<file path="config.mk">
export PLATFORM = sky130hd
export DESIGN_NAME = ace_ctrl
export DESIGN_NICKNAME = d
export VERILOG_FILES = /design/src/sv/adaptive_contrast_enhance_core_assert.svh /design/src/sv/ace_pkg.sv /design/src/sv/ace_ctrl.sv
export SDC_FILE = /design/constraint.sdc
export NUM_CORES = 1
export LEC_CHECK = 0
export BUFFER_PORTS_ARGS = -buffer_cell sky130_fd_sc_hd__buf_2
export CORE_AREA = 10 10 47 49
export CTS_CLUSTER_DIAMETER = 100
export DETAILED_ROUTE_END_ITERATION = 10
export DIE_AREA = 0 0 57 59
export PLACE_DENSITY = 0.68
export SETUP_SLACK_MARGIN = 0.05
export SLEW_MARGIN = 20
export SYNTH_ARGS = -nofsm -noshare
export SYNTH_HDL_FRONTEND = slang
export SYNTH_SLANG_ARGS = --single-unit
</file>
<file path="constraint.sdc">
create_clock -name clk -period 1.7 [get_ports clk]
set_input_delay 0.51 -clock clk [delete_from_list [all_inputs] [get_ports clk]]
set_output_delay 0.51 -clock clk [all_outputs]
set_load 0.03 [all_outputs]
</file>
<file path="src/sv/adaptive_contrast_enhance_core_assert.svh">
// Assertion macros for the adaptive contrast enhancement core.
`ifndef ADAPTIVE_CONTRAST_ENHANCE_CORE_ASSERT_SVH
`define ADAPTIVE_CONTRAST_ENHANCE_CORE_ASSERT_SVH
`ifndef SYNTHESIS
// Implication checked at every clock edge outside reset.
`define ACE_ASSERT_IMPLY(lbl, clk, rst_n, ante, cons) \
  lbl: assert property (@(posedge clk) disable iff (!rst_n) (ante) |-> (cons)) \
    else $error("ace: implication failed");
// Condition that must never hold outside reset.
`define ACE_ASSERT_NEVER(lbl, clk, rst_n, cond) \
  lbl: assert property (@(posedge clk) disable iff (!rst_n) !(cond)) \
    else $error("ace: forbidden condition");
`else
`define ACE_ASSERT_IMPLY(lbl, clk, rst_n, ante, cons)
`define ACE_ASSERT_NEVER(lbl, clk, rst_n, cond)
`endif
`endif

</file>
<file path="src/sv/ace_pkg.sv">
// Shared constants, types and helper functions for the contrast enhancement core.
package ace_pkg;

  localparam int MAX_WIDTH  = 1024;
  localparam int MAX_WINDOW = 7;
  localparam int ROW_LIMIT  = 4096;
  localparam int COL_W      = $clog2(MAX_WIDTH);
  localparam int ROW_W      = $clog2(ROW_LIMIT);
  localparam int LINE_W     = $clog2(MAX_WINDOW + 1);
  localparam int STORE_DEPTH = MAX_WINDOW * MAX_WIDTH;
  localparam int STORE_AW   = $clog2(STORE_DEPTH);
  localparam int CFG_DW     = 13;
  localparam int CFG_IW     = 3;

  // Register indexes of the configuration port
  localparam logic [CFG_IW-1:0] CFG_WIDTH  = 3'd0;
  localparam logic [CFG_IW-1:0] CFG_HEIGHT = 3'd1;
  localparam logic [CFG_IW-1:0] CFG_WINDOW = 3'd2;
  localparam logic [CFG_IW-1:0] CFG_MAXG   = 3'd3;
  localparam logic [CFG_IW-1:0] CFG_GMEAN  = 3'd4;

  // Commands from the controller to the datapath
  typedef struct packed {
    logic latch;
    logic write;
    logic prod;
    logic tap_start;
    logic var_mul;
    logic var_sub;
    logic k_sq;
    logic srch_a;
    logic srch_b;
    logic srch_c;
    logic mix_a;
    logic mix_b;
    logic mix_c;
    logic div_init;
    logic div_step;
    logic out_load;
  } ace_cmd_t;

  // Status from the datapath to the controller
  typedef struct packed {
    logic ready_hit;
    logic tap_busy;
    logic search_open;
    logic div_last;
    logic out_free;
  } ace_sts_t;

  // Reflect-101 border rule, result clamped to 0..len-1
  function automatic logic [ROW_W-1:0] reflect101(input logic signed [14:0] x,
                                                  input logic [12:0] len);
    logic signed [15:0] v;
    logic signed [15:0] lm1;
    v   = 16'(x);
    lm1 = $signed({3'b000, len}) - 16'sd1;
    if (v < 0) v = -v;
    if (v > lm1) v = (lm1 <<< 1) - v;
    if (v < 0) v = 16'sd0;
    if (v > lm1) v = lm1;
    return v[ROW_W-1:0];
  endfunction

  // Row modulo the line count, by reciprocal multiply and back-subtraction
  function automatic logic [LINE_W-1:0] line_of(input logic [ROW_W-1:0] row);
    logic [24:0] prod;
    logic [ROW_W-1:0] quo;
    logic [ROW_W-1:0] rem;
    prod = 25'(row) * 25'd4682;
    quo  = ROW_W'(prod[24:15]);
    rem  = row - ROW_W'(quo * ROW_W'(MAX_WINDOW));
    return rem[LINE_W-1:0];
  endfunction

endpackage

</file>
<file path="src/sv/ace_ctrl.sv">
// Controller state machine sequencing one transaction through the datapath.
module ace_ctrl import ace_pkg::*; (
  input  logic     clk,
  input  logic     rst_n,
  input  logic     in_valid,
  output logic     in_ready,
  input  ace_sts_t sts,
  output ace_cmd_t cmd
);
  typedef enum logic [4:0] {
    S_IDLE, S_WRITE, S_PROD, S_CHECK, S_TAPS, S_VAR, S_VSUB, S_KSQ, S_TEST,
    S_SA, S_SB, S_SC, S_MIXA, S_MIXB, S_MIXC, S_DIVI, S_DIV, S_DONE
  } state_t;

  state_t state_r, state_nxt;

  assign in_ready = (state_r == S_IDLE);

  // Decode commands and next state
  always_comb begin
    cmd       = '0;
    state_nxt = state_r;
    case (state_r)
      S_IDLE: begin
        cmd.latch = in_valid;
        if (in_valid) state_nxt = S_WRITE;
      end
      S_WRITE: begin
        cmd.write = 1'b1;
        state_nxt = S_PROD;
      end
      S_PROD: begin
        cmd.prod  = 1'b1;
        state_nxt = S_CHECK;
      end
      S_CHECK: begin
        cmd.tap_start = sts.ready_hit;
        state_nxt     = sts.ready_hit ? S_TAPS : S_IDLE;
      end
      S_TAPS: begin
        if (!sts.tap_busy) state_nxt = S_VAR;
      end
      S_VAR: begin
        cmd.var_mul = 1'b1;
        state_nxt   = S_VSUB;
      end
      S_VSUB: begin
        cmd.var_sub = 1'b1;
        state_nxt   = S_KSQ;
      end
      S_KSQ: begin
        cmd.k_sq  = 1'b1;
        state_nxt = S_TEST;
      end
      S_TEST: begin
        state_nxt = sts.search_open ? S_SA : S_MIXA;
      end
      S_SA: begin
        cmd.srch_a = 1'b1;
        state_nxt  = S_SB;
      end
      S_SB: begin
        cmd.srch_b = 1'b1;
        state_nxt  = S_SC;
      end
      S_SC: begin
        cmd.srch_c = 1'b1;
        state_nxt  = S_TEST;
      end
      S_MIXA: begin
        cmd.mix_a = 1'b1;
        state_nxt = S_MIXB;
      end
      S_MIXB: begin
        cmd.mix_b = 1'b1;
        state_nxt = S_MIXC;
      end
      S_MIXC: begin
        cmd.mix_c = 1'b1;
        state_nxt = S_DIVI;
      end
      S_DIVI: begin
        cmd.div_init = 1'b1;
        state_nxt    = S_DIV;
      end
      S_DIV: begin
        cmd.div_step = 1'b1;
        if (sts.div_last) state_nxt = S_DONE;
      end
      S_DONE: begin
        cmd.out_load = sts.out_free;
        if (sts.out_free) state_nxt = S_IDLE;
      end
      default: begin
        state_nxt = S_IDLE;
      end
    endcase
  end

  // Hold state
  always_ff @(posedge clk) begin
    if (!rst_n) begin
      state_r <= S_IDLE;
    end else begin
      state_r <= state_nxt;
    end
  end
endmodule

</file>
==> flow_summary.yaml <==
floorplanning:
  die_h_um: 59
  die-area_um2: 3363
  pin_count: 25
  die_w_um: 57
  start_util: 0.3464
  num_rows: 14
  core_area_um2: 1401
logic_synthesis:
  yosys-mux-area-fraction: 0
  synth_compound_area_frac: 0.09794
  yosys.area_share.xor_xnor: 0.03608
  synth_top_area_share: 0.2062
  synthAdderAreaFrac: 0
  yosysMostFrequentCell: "nor3_1"
  synth_area_um2: 485.5
  syn_avg_cell_area_um2: 7.356
  yosys_register_bits: 5
  async_flop_share: 0
  yosysSeqAreaShare: 0.2062
  syn_nets: 74
  yosys-top-cells-count: "nor3_1 (14), nor2_1 (10), nand2_1 (6)"
  synth_top_family_by_area: "simple AND/OR/NAND/NOR gates"
  synthTopCellsByArea: "dfxtp_1 (21%), nor3_1 (14%), nor2_1 (7.7%), buf_4 (6.2%), buf_6 (4.6%)"
  ys.flop_type: "dfxtp_1"
  ys_types: 27
  synth_simple_gate_area_frac: 0.5361
  ys_warn_count: 0
  synth-edff-count: 0
  postSynthCellCount: 66
  synth_top_cell_by_area: "dfxtp_1"
power:
  power.density_nw_per_um2: 626.0
  p_sw_mw: 0.2111
  pwr-share-comb: 0.443
  vdd_drop_max_v: 0.0004770
  pwr-share-seq: 0.294
  intPower_mw: 0.3216
  clock_power_share: 0.262
  swShare: 0.3963
  leakage_nw: 0.3727
global_route:
  grt_pass1_wl_um: 2663
  antenna_found_initial: 0
  grt.total_usage: 0.09675
  grt_overflow: 0
  grt_max_degree: 10
  grt_pass1_vias: 605
drt:
  drc: 0
  drt-total-wl_um: 1601
  dr.pass1.iters: 4
  viasPerCell: 5.026
  routed-via-count: 578
  drtIter0Drc: 12
  drtAntennaViolNets: 0
  wl_per_cell_um: 13.92
final_layout:
  drive_gt1_frac: 0.6465
  top_register: "state_r"
  area_delta_synth_final_pct: 75.26
  largest_reg_flops: 5
  antennaDiodeCount: 0
  layout.nets: 108
  top_regs: "state_r x5"
  fill_cells: 125
  multi_input_area_um2: 419.2
  seq_area_um2: 112.6
cts:
  cts_buffers: 3
  cts_sinks: 5
  root_buffer: "clkbuf_4"
  cts_hold_buf: 0
  clk_latency_ns: 0.25
  clk_pin_slew_ns: 0.05
  max-clock-path-buffers: 2
  cts_tree: "yes"
  cts_max_level: 1
timing:
  rsz0062_at_grt: "true"
  period_needed_ns: 1.801
  fmax_mhz: 555.1
  fin_ws_ns: -0.1013
  finClkSkew_ns: 0.007874
  final_hold_viol_count: 0
  relSlewSlack: 0.8392
  worst_pin_slew_ns: 0.2393
  whs_ns: 0.5169
  post-route-period-util: 1.060
  slew_viol_final: 0
  setup_viol: 10
placement:
  dpl_worst_slack_ns: 0.06020
  port_buffers: 24
  dp_hpwl_um: 1212
  gp_congestion: 0.8455
worst_setup_path:
  r2r_slack_ns: 0.47
  arrival_ns: 1.29
  critPathMaxFanout: 3
  crit_type: "reg2out"
  worstSetupEndpointType: "primary output"
  crit_required_ns: 1.19
  start_kind: "flip-flop"
worst_hold_path:
  min_path_type: "in2reg"
run_status:
  status: "finished, violations left"
  violations: "setup timing"
flow_run:
  timing.max_cap.violations: 0
## path summary, 6_finish.rpt
kind                           startpoint                      end  cells past startpoint
setup / recovery  state_r[4]$_SDFFE_PN0P_                  cmd[15]                      4
hold reg to reg   state_r[0]$_SDFFE_PN0P_  state_r[4]$_SDFFE_PN0P_                      3
hold / removal                      rst_n  state_r[0]$_SDFFE_PN0P_                      2
setup reg to reg  state_r[2]$_SDFFE_PN0P_  state_r[0]$_SDFFE_PN0P_                      5
## per-stage QoR
step	power [mW]	std cells	TNS (ns)	utilization	cell area, um2
2_1_floorplan	0.2951	66	-1.021	-	506.7
3_3_place_gp	0.3449	108	0	0.4670	654.4
3_5_place_dp	0.3491	108	0	0.4670	654.4
4_1_cts	0.5154	115	-0.6448	0.5768	808.3
5_1_grt	0.5647	115	-1.470	0.6071	850.8
6_report	0.5326	115	-0.4775	0.6071	850.8
## logic make-up after synthesis
group                  after synthesis
AO/OA/AOI/OAI                        6
XOR/XNOR                             2
buffers and inverters                8
flip-flops                           5
AND/OR/NAND/NOR                     45
## metal layers
| layer | GRT usage | wire [um] |
|---|---|---|
| met5 | 0 | 0 |
| met4 | 0.05034 | 11 |
| met3 | 0.03648 | 117 |
| met2 | 0.1643 | 799 |
| met1 | 0.1020 | 672 |
## repair_timing
action | in CTS | in global routing
pin swaps | 2 | 3
endpoints found under the hold margin | 0 | 0
setup buffers | 3 | 0
resized for setup | 34 | 10
endpoints found under the setup margin | 17 | 17
## power groups by stage
| stage | registers [mW] | clock network (mW) | logic [mW] |
|---|---|---|---|
| 3_5_place_dp | 0.154 | 0 | 0.196 |
| 3_3_place_gp | 0.153 | 0 | 0.192 |
| 2_1_floorplan | 0.134 | 0 | 0.161 |
| 4_1_cts | 0.156 | 0.144 | 0.216 |
| 5_1_grt | 0.160 | 0.150 | 0.254 |
| 6_report | 0.157 | 0.140 | 0.236 |
## worst max-delay path, stage by stage, from the launching register on
cell,delay [ns]
dfxtp_2,0.32
or2_4,0.26
nor4_4,0.17
and2_4,0.19
buf_6,0.12
## cell usage in the layout, fill, tap and decap left out, drive strengths merged
master  synthesis  layout
buf             6      35
dfxtp           5       5
nand3b          1       1
nand2b          4       4
and4b           1       1
o21bai          1       1
a211oi          2       2
nor4            2       2
nand2           7       7
nor3           15      15
and2            1       1
inv             2       2
clkbuf          0       4
xor2            1       1
xnor2           1       1
nand3           1       1
nor2           12      12
o21ai           1       1
a31oi           1       1
or2             1       1
a31o            1       1
## final cells by class
type	instances	share of cell area
clock buffers	4	0.03088
inverters	2	0.008824
multi-input cells	53	0.4926
flip-flops and latches	5	0.1324
well taps	16	0.02353
repair buffers	35	0.3118
(Power assumes the default switching activity.)
